===== src/b32e_pkg.sv =====
`default_nettype none

package b32e_pkg;

  // field widths
  localparam int FUNC_W   = 2;
  localparam int SYM_W    = 8;
  localparam int CH_W     = 8;
  localparam int STATUS_W = 3;
  localparam int POLY_W   = 30;
  localparam int VCNT_W   = 10;
  localparam int LEN_W    = 12;
  localparam int CFG_IDX_W  = 1;
  localparam int CFG_DATA_W = 10;

  // prefix store
  localparam int MAX_PREFIX = 128;
  localparam int PADDR_W    = $clog2(MAX_PREFIX);
  localparam int PCNT_W     = $clog2(MAX_PREFIX + 1);

  // item function codes
  localparam logic [FUNC_W-1:0] F_PREFIX = 2'd0;
  localparam logic [FUNC_W-1:0] F_DATA   = 2'd1;
  localparam logic [FUNC_W-1:0] F_END    = 2'd2;

  // string phase codes
  localparam logic [1:0] PH_PREFIX = 2'd0;
  localparam logic [1:0] PH_DATA   = 2'd1;
  localparam logic [1:0] PH_ERROR  = 2'd2;

  // result status codes
  localparam logic [STATUS_W-1:0] ST_OK       = 3'd0;
  localparam logic [STATUS_W-1:0] ST_BAD_CHAR = 3'd1;
  localparam logic [STATUS_W-1:0] ST_TOO_BIG  = 3'd2;
  localparam logic [STATUS_W-1:0] ST_TOO_LONG = 3'd3;
  localparam logic [STATUS_W-1:0] ST_ORDER    = 3'd4;

  // configuration register indexes
  localparam logic [CFG_IDX_W-1:0] CFG_VARIANT = 1'd0;
  localparam logic [CFG_IDX_W-1:0] CFG_MAX_LEN = 1'd1;

  localparam logic [VCNT_W-1:0] MAX_LEN_RESET = 10'd90;

  // output character source
  localparam logic [2:0] OSEL_ERR  = 3'd0;
  localparam logic [2:0] OSEL_SYM  = 3'd1;
  localparam logic [2:0] OSEL_SEP  = 3'd2;
  localparam logic [2:0] OSEL_DATA = 3'd3;
  localparam logic [2:0] OSEL_CHK  = 3'd4;

  // prefix character limits, data value limit and separator character
  localparam logic [SYM_W-1:0] CH_LOW      = 8'd33;
  localparam logic [SYM_W-1:0] CH_HIGH     = 8'd126;
  localparam logic [SYM_W-1:0] CH_UPPER_LO = 8'd65;
  localparam logic [SYM_W-1:0] CH_UPPER_HI = 8'd90;
  localparam logic [SYM_W-1:0] DATA_MAX    = 8'd31;
  localparam logic [CH_W-1:0]  CH_SEP      = 8'h31;

  // extra length counted on top of prefix and values
  localparam logic [LEN_W-1:0] LEN_EXTRA_ITEM = 12'd8;
  localparam logic [LEN_W-1:0] LEN_EXTRA_END  = 12'd7;

  // polymod generator and final constants
  localparam logic [POLY_W-1:0] GEN0 = 30'h3b6a57b2;
  localparam logic [POLY_W-1:0] GEN1 = 30'h26508e6d;
  localparam logic [POLY_W-1:0] GEN2 = 30'h1ea119fa;
  localparam logic [POLY_W-1:0] GEN3 = 30'h3d4233dd;
  localparam logic [POLY_W-1:0] GEN4 = 30'h2a1462b3;
  localparam logic [POLY_W-1:0] POLY_INIT  = 30'd1;
  localparam logic [POLY_W-1:0] FINAL_B32  = 30'd1;
  localparam logic [POLY_W-1:0] FINAL_B32M = 30'h2bc830a3;

  localparam logic [8*32-1:0] CHARSET = "qpzry9x8gf2tvdw0s3jn54khce6mua7l";

  typedef struct packed {
    logic       load_item;
    logic       store_pfx;
    logic       step_zero;
    logic       walk_start;
    logic       rd_issue;
    logic       walk_fold;
    logic       data_fold;
    logic       set_data;
    logic       xor_final;
    logic       shift_out;
    logic       clear_str;
    logic       set_err;
    logic       out_load;
    logic [2:0] out_sel;
    logic       out_last;
  } b32e_cmd_t;

  typedef struct packed {
    logic [1:0]          phase;
    logic [FUNC_W-1:0]   func;
    logic [STATUS_W-1:0] item_err;
    logic                walk_done;
    logic                out_free;
  } b32e_stat_t;

  function automatic logic [POLY_W-1:0] pm_step(input logic [POLY_W-1:0] v);
    logic [4:0]        top;
    logic [POLY_W-1:0] r;
    top = v[POLY_W-1:POLY_W-5];
    r = {v[POLY_W-6:0], 5'b00000};
    if (top[0]) r = r ^ GEN0;
    if (top[1]) r = r ^ GEN1;
    if (top[2]) r = r ^ GEN2;
    if (top[3]) r = r ^ GEN3;
    if (top[4]) r = r ^ GEN4;
    return r;
  endfunction

  // first character sits in the top byte of the string
  function automatic logic [CH_W-1:0] charset_lookup(input logic [4:0] v);
    logic [7:0] idx;
    idx = {~v, 3'b000};
    return CHARSET[idx +: 8];
  endfunction

endpackage

`default_nettype wire


===== src/b32e_in_if.sv =====
`default_nettype none

interface b32e_in_if;
  logic                           valid;
  logic                           ready;
  logic [b32e_pkg::FUNC_W-1:0]    func;
  logic [b32e_pkg::SYM_W-1:0]     sym;

  modport source (output valid, output func, output sym, input ready);
  modport sink   (input valid, input func, input sym, output ready);
endinterface

`default_nettype wire


===== src/b32e_out_if.sv =====
`default_nettype none

interface b32e_out_if;
  logic                             valid;
  logic                             ready;
  logic [b32e_pkg::CH_W-1:0]        ch;
  logic [b32e_pkg::STATUS_W-1:0]    status;
  logic                             last;

  modport source (output valid, output ch, output status, output last, input ready);
  modport sink   (input valid, input ch, input status, input last, output ready);
endinterface

`default_nettype wire


===== src/bech32_checksum_encoder.sv =====
`default_nettype none

// bech32 / bech32m string encoder. a string arrives as prefix words, then 5-bit
// data words, then one end word; characters leave one per word on out_word,
// with last set on the sixth checksum character or on an error word (status
// non-zero, ch zero). after an error every word is dropped until the end word,
// which restarts the string silently. one word is in flight at a time: a prefix
// or data word is accepted, checked and emitted; the first data word (or an end
// word with no data) also steps zero, walks the prefix store through its single
// registered read port and emits the separator; an end word runs six zero steps
// of the shared polymod unit, then six checksum characters. the user must write
// configuration (index 0 variant, index 1 length limit) through cfg_we, cfg_idx
// and cfg_wdata while the encoder is idle; the block does not enforce it.

module bech32_checksum_encoder (
  input  wire logic                                clk,
  input  wire logic                                rst_n,
  b32e_in_if.sink                                  in_word,
  b32e_out_if.source                               out_word,
  input  wire logic                                cfg_we,
  input  wire logic [b32e_pkg::CFG_IDX_W-1:0]      cfg_idx,
  input  wire logic [b32e_pkg::CFG_DATA_W-1:0]     cfg_wdata
);

  b32e_pkg::b32e_cmd_t  cmd;
  b32e_pkg::b32e_stat_t stat;
  logic                 in_ready;

  // sequencer: accepts a word, checks it, drives the walk and emit steps
  b32e_ctrl u_ctrl (
    .clk      (clk),
    .rst_n    (rst_n),
    .in_valid (in_word.valid),
    .in_ready (in_ready),
    .stat     (stat),
    .cmd      (cmd)
  );

  // polymod, counters, prefix store, config and the result register
  b32e_dp u_dp (
    .clk        (clk),
    .rst_n      (rst_n),
    .cfg_we     (cfg_we),
    .cfg_idx    (cfg_idx),
    .cfg_wdata  (cfg_wdata),
    .in_func    (in_word.func),
    .in_sym     (in_word.sym),
    .out_valid  (out_word.valid),
    .out_ready  (out_word.ready),
    .out_ch     (out_word.ch),
    .out_status (out_word.status),
    .out_last   (out_word.last),
    .cmd        (cmd),
    .stat       (stat)
  );

  assign in_word.ready = in_ready;

endmodule

`default_nettype wire


===== src/b32e_ctrl.sv =====
`default_nettype none

module b32e_ctrl (
  input  wire logic                  clk,
  input  wire logic                  rst_n,
  input  wire logic                  in_valid,
  output logic                       in_ready,
  input  wire b32e_pkg::b32e_stat_t  stat,
  output b32e_pkg::b32e_cmd_t        cmd
);

  typedef enum logic [3:0] {
    S_IDLE,
    S_CHECK,
    S_ERR,
    S_PFX,
    S_WALK_Z,
    S_WALK_RD,
    S_WALK_FOLD,
    S_SEP,
    S_DATA,
    S_FIN,
    S_XOR,
    S_CHK
  } state_t;

  state_t     state_r, state_nxt;
  logic [2:0] cnt_r, cnt_nxt;

  always_comb begin
    state_nxt = state_r;
    cnt_nxt   = cnt_r;
    cmd       = '0;
    cmd.out_sel = b32e_pkg::OSEL_ERR;
    in_ready  = (state_r == S_IDLE);

    case (state_r)
      S_IDLE: begin
        if (in_valid) begin
          cmd.load_item = 1'b1;
          state_nxt     = S_CHECK;
        end
      end
      S_CHECK: begin
        if (stat.phase == b32e_pkg::PH_ERROR) begin
          // swallow items until the end word restarts the string
          cmd.clear_str = (stat.func == b32e_pkg::F_END);
          state_nxt     = S_IDLE;
        end else if (stat.item_err != b32e_pkg::ST_OK) begin
          state_nxt = S_ERR;
        end else if (stat.func == b32e_pkg::F_PREFIX) begin
          state_nxt = S_PFX;
        end else if (stat.phase == b32e_pkg::PH_PREFIX) begin
          state_nxt = S_WALK_Z;
        end else if (stat.func == b32e_pkg::F_DATA) begin
          state_nxt = S_DATA;
        end else begin
          cnt_nxt   = 3'd0;
          state_nxt = S_FIN;
        end
      end
      S_ERR: begin
        if (stat.out_free) begin
          cmd.out_load = 1'b1;
          cmd.out_sel  = b32e_pkg::OSEL_ERR;
          cmd.out_last = 1'b1;
          cmd.set_err  = 1'b1;
          state_nxt    = S_IDLE;
        end
      end
      S_PFX: begin
        if (stat.out_free) begin
          cmd.out_load  = 1'b1;
          cmd.out_sel   = b32e_pkg::OSEL_SYM;
          cmd.store_pfx = 1'b1;
          state_nxt     = S_IDLE;
        end
      end
      S_WALK_Z: begin
        cmd.step_zero  = 1'b1;
        cmd.walk_start = 1'b1;
        state_nxt      = S_WALK_RD;
      end
      S_WALK_RD: begin
        if (stat.walk_done) begin
          state_nxt = S_SEP;
        end else begin
          cmd.rd_issue = 1'b1;
          state_nxt    = S_WALK_FOLD;
        end
      end
      S_WALK_FOLD: begin
        cmd.walk_fold = 1'b1;
        state_nxt     = S_WALK_RD;
      end
      S_SEP: begin
        if (stat.out_free) begin
          cmd.out_load = 1'b1;
          cmd.out_sel  = b32e_pkg::OSEL_SEP;
          cmd.set_data = 1'b1;
          cnt_nxt      = 3'd0;
          state_nxt    = (stat.func == b32e_pkg::F_DATA) ? S_DATA : S_FIN;
        end
      end
      S_DATA: begin
        if (stat.out_free) begin
          cmd.out_load  = 1'b1;
          cmd.out_sel   = b32e_pkg::OSEL_DATA;
          cmd.data_fold = 1'b1;
          state_nxt     = S_IDLE;
        end
      end
      S_FIN: begin
        // six zero steps before the final constant
        cmd.step_zero = 1'b1;
        cnt_nxt       = cnt_r + 3'd1;
        if (cnt_r == 3'd5) begin
          state_nxt = S_XOR;
        end
      end
      S_XOR: begin
        cmd.xor_final = 1'b1;
        cnt_nxt       = 3'd0;
        state_nxt     = S_CHK;
      end
      S_CHK: begin
        if (stat.out_free) begin
          cmd.out_load  = 1'b1;
          cmd.out_sel   = b32e_pkg::OSEL_CHK;
          cmd.out_last  = (cnt_r == 3'd5);
          cmd.shift_out = 1'b1;
          cnt_nxt       = cnt_r + 3'd1;
          if (cnt_r == 3'd5) begin
            cmd.clear_str = 1'b1;
            state_nxt     = S_IDLE;
          end
        end
      end
      default: begin
        state_nxt = S_IDLE;
      end
    endcase
  end

  always_ff @(posedge clk) begin
    if (!rst_n) begin
      state_r <= S_IDLE;
      cnt_r   <= 3'd0;
    end else begin
      state_r <= state_nxt;
      cnt_r   <= cnt_nxt;
    end
  end

endmodule

`default_nettype wire


===== src/b32e_dp.sv =====
`default_nettype none

module b32e_dp (
  input  wire logic                                clk,
  input  wire logic                                rst_n,
  input  wire logic                                cfg_we,
  input  wire logic [b32e_pkg::CFG_IDX_W-1:0]      cfg_idx,
  input  wire logic [b32e_pkg::CFG_DATA_W-1:0]     cfg_wdata,
  input  wire logic [b32e_pkg::FUNC_W-1:0]         in_func,
  input  wire logic [b32e_pkg::SYM_W-1:0]          in_sym,
  output logic                                     out_valid,
  input  wire logic                                out_ready,
  output logic [b32e_pkg::CH_W-1:0]                out_ch,
  output logic [b32e_pkg::STATUS_W-1:0]            out_status,
  output logic                                     out_last,
  input  wire b32e_pkg::b32e_cmd_t                 cmd,
  output b32e_pkg::b32e_stat_t                     stat
);

  localparam int PW = b32e_pkg::PCNT_W;
  localparam int AW = b32e_pkg::PADDR_W;
  localparam int YW = b32e_pkg::POLY_W;
  localparam int VW = b32e_pkg::VCNT_W;
  localparam int LW = b32e_pkg::LEN_W;

  // configuration
  logic          variant_r;
  logic [VW-1:0] max_len_r;

  // per string state
  logic [1:0]    phase_r, phase_nxt;
  logic [PW-1:0] pcnt_r, pcnt_nxt;
  logic [VW-1:0] vcnt_r, vcnt_nxt;
  logic [YW-1:0] poly_r, poly_nxt;
  logic [PW-1:0] walk_idx_r, walk_idx_nxt;

  // current item
  logic [b32e_pkg::FUNC_W-1:0] func_r;
  logic [b32e_pkg::SYM_W-1:0]  sym_r;

  // prefix store
  logic [b32e_pkg::SYM_W-1:0] pfx_mem [b32e_pkg::MAX_PREFIX];
  logic [b32e_pkg::SYM_W-1:0] rdata_r;

  // result register
  logic                          out_valid_r;
  logic [b32e_pkg::CH_W-1:0]     ch_r;
  logic [b32e_pkg::STATUS_W-1:0] status_r;
  logic                          last_r;

  logic [LW-1:0]                 len_base;
  logic                          long_item, long_end, bad_char;
  logic [b32e_pkg::STATUS_W-1:0] item_err;
  logic [YW-1:0]                 poly_step;
  logic [b32e_pkg::CH_W-1:0]     ch_sel;

  // length so far, checked against the limit per item
  assign len_base  = LW'(pcnt_r) + LW'(vcnt_r);
  assign long_item = (len_base + b32e_pkg::LEN_EXTRA_ITEM) > LW'(max_len_r);
  assign long_end  = (len_base + b32e_pkg::LEN_EXTRA_END) > LW'(max_len_r);
  assign bad_char  = (sym_r < b32e_pkg::CH_LOW) || (sym_r > b32e_pkg::CH_HIGH) ||
                     ((sym_r >= b32e_pkg::CH_UPPER_LO) && (sym_r <= b32e_pkg::CH_UPPER_HI));

  always_comb begin
    case (func_r)
      b32e_pkg::F_PREFIX: begin
        if (phase_r != b32e_pkg::PH_PREFIX)          item_err = b32e_pkg::ST_ORDER;
        else if (bad_char)                           item_err = b32e_pkg::ST_BAD_CHAR;
        else if (pcnt_r >= PW'(b32e_pkg::MAX_PREFIX)) item_err = b32e_pkg::ST_ORDER;
        else if (long_item)                          item_err = b32e_pkg::ST_TOO_LONG;
        else                                         item_err = b32e_pkg::ST_OK;
      end
      b32e_pkg::F_DATA: begin
        if (long_item)                        item_err = b32e_pkg::ST_TOO_LONG;
        else if (sym_r > b32e_pkg::DATA_MAX)  item_err = b32e_pkg::ST_TOO_BIG;
        else                                  item_err = b32e_pkg::ST_OK;
      end
      b32e_pkg::F_END: begin
        item_err = long_end ? b32e_pkg::ST_TOO_LONG : b32e_pkg::ST_OK;
      end
      default: begin
        item_err = b32e_pkg::ST_ORDER;
      end
    endcase
  end

  assign poly_step = b32e_pkg::pm_step(poly_r);

  always_comb begin
    phase_nxt    = phase_r;
    pcnt_nxt     = pcnt_r;
    vcnt_nxt     = vcnt_r;
    poly_nxt     = poly_r;
    walk_idx_nxt = walk_idx_r;

    if (cmd.store_pfx) begin
      pcnt_nxt = pcnt_r + PW'(1);
      poly_nxt = poly_step ^ YW'(sym_r[7:5]);
    end
    if (cmd.step_zero) begin
      poly_nxt = poly_step;
    end
    if (cmd.walk_start) begin
      walk_idx_nxt = '0;
    end
    if (cmd.rd_issue) begin
      walk_idx_nxt = walk_idx_r + PW'(1);
    end
    if (cmd.walk_fold) begin
      poly_nxt = poly_step ^ YW'(rdata_r[4:0]);
    end
    if (cmd.set_data) begin
      phase_nxt = b32e_pkg::PH_DATA;
    end
    if (cmd.data_fold) begin
      poly_nxt = poly_step ^ YW'(sym_r[4:0]);
      vcnt_nxt = vcnt_r + VW'(1);
    end
    if (cmd.xor_final) begin
      poly_nxt = poly_r ^ (variant_r ? b32e_pkg::FINAL_B32M : b32e_pkg::FINAL_B32);
    end
    if (cmd.shift_out) begin
      poly_nxt = {poly_r[YW-6:0], 5'b00000};
    end
    if (cmd.set_err) begin
      phase_nxt = b32e_pkg::PH_ERROR;
    end
    if (cmd.clear_str) begin
      phase_nxt = b32e_pkg::PH_PREFIX;
      pcnt_nxt  = '0;
      vcnt_nxt  = '0;
      poly_nxt  = b32e_pkg::POLY_INIT;
    end
  end

  always_comb begin
    case (cmd.out_sel)
      b32e_pkg::OSEL_SYM:  ch_sel = sym_r;
      b32e_pkg::OSEL_SEP:  ch_sel = b32e_pkg::CH_SEP;
      b32e_pkg::OSEL_DATA: ch_sel = b32e_pkg::charset_lookup(sym_r[4:0]);
      b32e_pkg::OSEL_CHK:  ch_sel = b32e_pkg::charset_lookup(poly_r[YW-1:YW-5]);
      default:             ch_sel = '0;
    endcase
  end

  always_ff @(posedge clk) begin
    if (!rst_n) begin
      variant_r   <= 1'b0;
      max_len_r   <= b32e_pkg::MAX_LEN_RESET;
      phase_r     <= b32e_pkg::PH_PREFIX;
      pcnt_r      <= '0;
      vcnt_r      <= '0;
      poly_r      <= b32e_pkg::POLY_INIT;
      walk_idx_r  <= '0;
      out_valid_r <= 1'b0;
    end else begin
      if (cfg_we && (cfg_idx == b32e_pkg::CFG_VARIANT)) begin
        variant_r <= cfg_wdata[0];
      end
      if (cfg_we && (cfg_idx == b32e_pkg::CFG_MAX_LEN)) begin
        max_len_r <= cfg_wdata;
      end
      phase_r    <= phase_nxt;
      pcnt_r     <= pcnt_nxt;
      vcnt_r     <= vcnt_nxt;
      poly_r     <= poly_nxt;
      walk_idx_r <= walk_idx_nxt;
      if (cmd.out_load) begin
        out_valid_r <= 1'b1;
      end else if (out_ready) begin
        out_valid_r <= 1'b0;
      end
    end
  end

  always_ff @(posedge clk) begin
    if (cmd.load_item) begin
      func_r <= in_func;
      sym_r  <= in_sym;
    end
    if (cmd.out_load) begin
      ch_r     <= ch_sel;
      status_r <= (cmd.out_sel == b32e_pkg::OSEL_ERR) ? item_err : b32e_pkg::ST_OK;
      last_r   <= cmd.out_last;
    end
  end

  always_ff @(posedge clk) begin
    if (cmd.store_pfx) begin
      pfx_mem[pcnt_r[AW-1:0]] <= sym_r;
    end
    if (cmd.rd_issue) begin
      rdata_r <= pfx_mem[walk_idx_r[AW-1:0]];
    end
  end

  assign out_valid  = out_valid_r;
  assign out_ch     = ch_r;
  assign out_status = status_r;
  assign out_last   = last_r;

  assign stat.phase     = phase_r;
  assign stat.func      = func_r;
  assign stat.item_err  = item_err;
  assign stat.walk_done = (walk_idx_r == pcnt_r);
  assign stat.out_free  = !out_valid_r || out_ready;

endmodule

`default_nettype wire


===== src/flat_wrapper.sv =====
// flat-port wrapper written by rule: the top's interface ports become plain ports
module bech32_checksum_encoder_flat 
  (clk, rst_n, cfg_we, cfg_idx, cfg_wdata, in_word_valid, in_word_func, in_word_sym, in_word_ready, out_word_valid, out_word_ch, out_word_status, out_word_last, out_word_ready);
  b32e_in_if in_word_i ();
  b32e_out_if out_word_i ();
  input  wire logic clk;
  input  wire logic rst_n;
  input  wire logic cfg_we;
  input  wire logic [b32e_pkg::CFG_IDX_W-1:0] cfg_idx;
  input  wire logic [b32e_pkg::CFG_DATA_W-1:0] cfg_wdata;
  input wire logic [$bits(in_word_i.valid)-1:0] in_word_valid;
  input wire logic [$bits(in_word_i.func)-1:0] in_word_func;
  input wire logic [$bits(in_word_i.sym)-1:0] in_word_sym;
  output wire logic [$bits(in_word_i.ready)-1:0] in_word_ready;
  output wire logic [$bits(out_word_i.valid)-1:0] out_word_valid;
  output wire logic [$bits(out_word_i.ch)-1:0] out_word_ch;
  output wire logic [$bits(out_word_i.status)-1:0] out_word_status;
  output wire logic [$bits(out_word_i.last)-1:0] out_word_last;
  input wire logic [$bits(out_word_i.ready)-1:0] out_word_ready;
  assign in_word_i.valid = in_word_valid;
  assign in_word_i.func = in_word_func;
  assign in_word_i.sym = in_word_sym;
  assign in_word_ready = in_word_i.ready;
  assign out_word_valid = out_word_i.valid;
  assign out_word_ch = out_word_i.ch;
  assign out_word_status = out_word_i.status;
  assign out_word_last = out_word_i.last;
  assign out_word_i.ready = out_word_ready;
  bech32_checksum_encoder u_core (.clk(clk), .rst_n(rst_n), .in_word(in_word_i), .out_word(out_word_i), .cfg_we(cfg_we), .cfg_idx(cfg_idx), .cfg_wdata(cfg_wdata));
endmodule

===== config.mk =====
export PLATFORM = sky130hd
export DESIGN_NAME = bech32_checksum_encoder_flat
export DESIGN_NICKNAME = d
export VERILOG_FILES = /design/src/b32e_pkg.sv /design/src/b32e_in_if.sv /design/src/b32e_out_if.sv /design/src/bech32_checksum_encoder.sv /design/src/b32e_ctrl.sv /design/src/b32e_dp.sv /design/src/flat_wrapper.sv
export SDC_FILE = /design/constraint.sdc
export NUM_CORES = 1
export LEC_CHECK = 0
export BUFFER_PORTS_ARGS = -buffer_cell sky130_fd_sc_hd__buf_4
export CORE_MARGIN = 2
export CORE_UTILIZATION = 40
export DETAILED_ROUTE_END_ITERATION = 10
export PLACE_DENSITY_LB_ADDON = 0.1
export SETUP_SLACK_MARGIN = 0.2
export SLEW_MARGIN = 20
export SYNTH_ARGS = -nofsm -noshare
export SYNTH_HDL_FRONTEND = slang
export SYNTH_SLANG_ARGS = --single-unit

===== constraint.sdc =====
create_clock -name clk -period 5.3 [get_ports clk]
set_input_delay 1.06 -clock clk [delete_from_list [all_inputs] [get_ports clk]]
set_output_delay 1.06 -clock clk [all_outputs]
set_load 0.05 [all_outputs]

==> reports/summary.txt <==
======================================================================================
Outcome                                                                   finished, final reports clean
Internal power                                                                10.30 mW
Peak supply drop                                                             0.2301 mV
Clock slew at the register clock pins of the worst setup and hold paths        0.06 ns
Clock H-tree levels                                                                  3
Number of port buffers                                                              39
Dominant register cell in the synthesized netlist                         sky130_fd_sc_hd__edfxtp_1
Leakage power of the design                                                   11.15 nW
Levels on crit path                                                                 18
Worst path most repeated cell                                             sky130_fd_sc_hd__ha_1
Synth async-reset ratio                                                              0
Fraction of power spent switching nets                                          0.2483
Pin count of the biggest net entering global routing                               100
Data required time at the worst endpoint                                       5.85 ns
Syn Nets                                                                          1987
Number of global-route vias before repair                                       17.60k
Part of the total power dissipated in the clock network                          0.396
Cell area after placement                                                   33310 um^2
Initial core utilization                                                        0.4034
Max-capacitance violation count                                                      0
Number of distinct standard cells referenced by the synthesized netlist             67
Overall Power                                                                 13.70 mW
DP Wirelength                                                                 48090 um
Routability cong.                                                               0.8040
Multi-input logic area                                                       9669 um^2
Area of the die                                                             81670 um^2
Switching Power                                                               3.403 mW
Number of standard-cell rows in the floorplan                                      103
Arrival time at the worst endpoint                                             5.07 ns
Total area of sequential cells                                              21580 um^2
Endpoint class of the critical path                                          flip-flop
CTS max path bufs                                                                    3
Synth top cells by count                                                  667 x sky130_fd_sc_hd__edfxtp_1, 230 x sky130_fd_sc_hd__nor2_1, 210 x sky130_fd_sc_hd__mux4_2, 109 x sky130_fd_sc_hd__nand2_1, 78 x sky130_fd_sc_hd__clkbuf_1
Number of antenna violations at the first check in global routing                    0
Cell area after synthesis                                                   31760 um^2
Number of fill cells                                                              6803
Routed WL                                                                     76690 um
Count of flip-flops with a built-in enable after synthesis                         667
Fin worst setup slack                                                        0.7826 ns
Antenna Violating Nets Remaining                                                     0
Vias per cell                                                                    5.559
Core region area                                                            78740 um^2
Mapped Avg Cell Area                                                        16.54 um^2
Clock tree skew after final layout                                          0.01867 ns
Die X                                                                         285.8 um
Maximum fanout along the worst path                                                  9
Clk Tree Root Cell                                                        sky130_fd_sc_hd__clkbuf_16
Kind of cell adding the most delay to the critical path                   compound AO/OA/AOI/OAI gates
Final sum of negative setup slack                                                 0 ns
IO Pins                                                                             40
Path category of the worst min-delay check                                  reg -> reg
Summed area of non-filler cells in the final layout                         35890 um^2
Total power density per cell area                                         381.9 nW/um^2
Share of the core filled with cells                                             0.4557
Tcrit/Tclk final                                                                0.8523
Clock buffer count from CTS                                                         83
Type of the worst setup path                                                reg -> reg
Cell with the most instances after synthesis                              sky130_fd_sc_hd__edfxtp_1
DRC violation count after routing                                                    0
Slew Limit Headroom                                                             0.2744
Count of final hold-check violations                                                 0
Number of setup violations in the final report                                       0
Global-route wire length before repair                                       115700 um
DRT iter0 DRCs                                                                    1424
Global route total overflow                                                          0
Worst-margin pin slew                                                         1.084 ns
Net count of the finished layout                                                  2044
Warnings from Yosys                                                                  0
Startpoint class of the critical path                                        flip-flop
Biggest area consumer among synthesized cells                             sky130_fd_sc_hd__edfxtp_1
Cell chain of the critical path                                           ha_1 > fa_1 > a21oi_1 > nor2b_1 > nor2_1 > xnor2_1 > ha_1 > nand3_1 > nor3_2 > nand2_1 > xor2_1 > ha_1 > a2111oi_1 > a31o_2 > a21bo_2 > o21ai_1 > a211o_1 > o22ai_1
All-layer global routing usage                                                  0.1895
Shortest clock period the worst path allows after layout                      4.517 ns
Via count                                                                       17.17k
Combinational share of power                                                     0.098
Relative area change from synthesis to final layout                             12.98%
DIE HEIGHT                                                                    285.8 um
Count of pins over their slew limit                                                  0
Maximum cell stage delay along the critical path                               0.48 ns
R2r setup slk                                                                  0.78 ns
DR pass1 iterations                                                                  7
Length in cells of the worst reg-to-reg path                                        18
Unrepaired setup endpoints after global routing                                  false
Worst-skew pair later-pin latency                                              0.63 ns
Placement-stage worst setup slack                                            0.7021 ns
Synth Register Bits                                                                744
Area share of the leading cell type in the synthesized netlist                  0.6306
TritonCTS clock tree                                                               yes
Share of cells above drive strength 1                                           0.2131
Drt wl/cell                                                                   24.84 um
Part of the total power dissipated in sequential elements                        0.505
Highest attainable clock frequency                                          0.2214 GHz
Sum of buffers and inverters on the critical path                                    0
Clock tree sinks                                                                   744
Post-synthesis instance total                                                     1920
Top post-synthesis cells by area                                          sky130_fd_sc_hd__edfxtp_1 63%, sky130_fd_sc_hd__mux4_2 15%, sky130_fd_sc_hd__dfxtp_1 4.9%, sky130_fd_sc_hd__nor2_1 2.7%, sky130_fd_sc_hd__ha_1 1.6%
Sequential-to-total area share from yosys stat                                  0.6791
Slowest stage cell, crit path                                             sky130_fd_sc_hd__fa_1
Cell depth of the worst min-delay path                                               2
======================================================================================
sequential cells by signal (all words and copies together), names as in the netlist, named ones only:
name,cells
u_core.u_ctrl.cnt_r,3
u_core.u_ctrl.state_r,4
u_core.u_dp.func_r,2
u_core.u_dp.max_len_r,10
u_core.u_dp.out_ch,8
u_core.u_dp.out_last,1
u_core.u_dp.out_status,3
u_core.u_dp.out_valid,1
u_core.u_dp.pcnt_r,8
u_core.u_dp.pfx_mem,640
u_core.u_dp.phase_r,2
u_core.u_dp.poly_r,27
u_core.u_dp.rdata_r,5
u_core.u_dp.sym_r,8
u_core.u_dp.variant_r,1
u_core.u_dp.vcnt_r,10
u_core.u_dp.walk_idx_r,8
routing by layer:
metal  vias up  track usage  routed length (um)
li1       7669            -                   -
met1      8991       0.2639               34250
met2       402       0.3117               37490
met3       104      0.02719                3350
met4         0      0.05497                1598
met5         -            0                   0
metrics by stage:
step / instances / hold slack, ns
after floorplan: 1920 / 0.4363
after global placement: 2941 / 0.4440
after detailed placement: 2941 / 0.4505
after CTS: 3086 / 0.4600
after global routing: 3087 / 0.4931
final: 3088 / 0.4619
power groups by stage:
stage,Sequential [mW],Clock [mW],Combinational [mW]
floorplan,7.19,0,0.751
global placement,7.05,0,1.33
detailed placement,7.05,0,1.36
CTS,6.93,5.57,1.36
global route,6.94,5.78,1.50
finish,6.93,5.43,1.35
layout make-up:
type                       count  share of cell area
timing repair buffer          78             0.01862
multi-input combinational   1040              0.2694
tap                         1050             0.03661
sequential                   744              0.6014
clock buffer                 104             0.06178
antenna                        1          0.00006973
inverter                      30            0.003138
clock inverter                41            0.008891
cells in the final DEF (no fill, tap or decap), types with 14 or more instances in the layout:
cell type	netlist	routed
sky130_fd_sc_hd__a211oi_1	14	14
sky130_fd_sc_hd__a21oi_1	72	71
sky130_fd_sc_hd__buf_4	6	72
sky130_fd_sc_hd__clkbuf_1	78	16
sky130_fd_sc_hd__clkbuf_16	0	84
sky130_fd_sc_hd__clkinv_1	1	15
sky130_fd_sc_hd__clkinv_2	0	14
sky130_fd_sc_hd__dfxtp_1	77	73
sky130_fd_sc_hd__edfxtp_1	667	667
sky130_fd_sc_hd__ha_1	40	40
sky130_fd_sc_hd__inv_1	29	29
sky130_fd_sc_hd__mux4_2	210	210
sky130_fd_sc_hd__nand2_1	109	108
sky130_fd_sc_hd__nand3_1	29	29
sky130_fd_sc_hd__nor2_1	230	230
sky130_fd_sc_hd__nor2b_1	17	17
sky130_fd_sc_hd__nor3_1	17	15
sky130_fd_sc_hd__o21ai_0	53	52
sky130_fd_sc_hd__xnor2_1	52	52
sky130_fd_sc_hd__xor2_1	43	43
cell families (layout without fill, tap and decap cells):
family | after synthesis | after routing | synth area share
multiplexers | 229 | 229 | 0.1552
other | 0 | 1 | 0
buffers and inverters | 136 | 253 | 0.01741
adder cells (fa/ha/maj) | 41 | 41 | 0.01639
AO/OA/AOI/OAI | 219 | 219 | 0.04381
XOR/XNOR | 95 | 95 | 0.02620
AND/OR/NAND/NOR | 456 | 456 | 0.06189
flip-flops | 744 | 744 | 0.6791
timing repair:
item,CTS,global route
buffers inserted,0,0
gates resized for setup,0,3
endpoints found under the setup margin,0,3
hold buffers,0,0
path summary, 6_finish.rpt:
path | from | end
hold reg to reg | u_core.u_dp.max_len_r[8]$_SDFFE_PN0P_ | u_core.u_dp.max_len_r[8]$_SDFFE_PN0P_
setup / recovery | u_core.u_dp.pcnt_r[0]$_SDFFE_PP0P_ | u_core.u_ctrl.cnt_r[0]$_SDFFE_PN0P_
hold / removal | u_core.u_dp.max_len_r[8]$_SDFFE_PN0P_ | u_core.u_dp.max_len_r[8]$_SDFFE_PN0P_
setup reg to reg | u_core.u_dp.pcnt_r[0]$_SDFFE_PP0P_ | u_core.u_ctrl.cnt_r[0]$_SDFFE_PN0P_
worst register-to-register path: cells and delay by family, from the launching register on:
kind            cells  cell delay (ns)
flops               1             0.41
xor+xnor            2             0.36
simple gates        5             0.67
compound gates      7             1.59
fa+ha+maj           4             1.40
No activity file was read; power rests on OpenSTA's default activity.
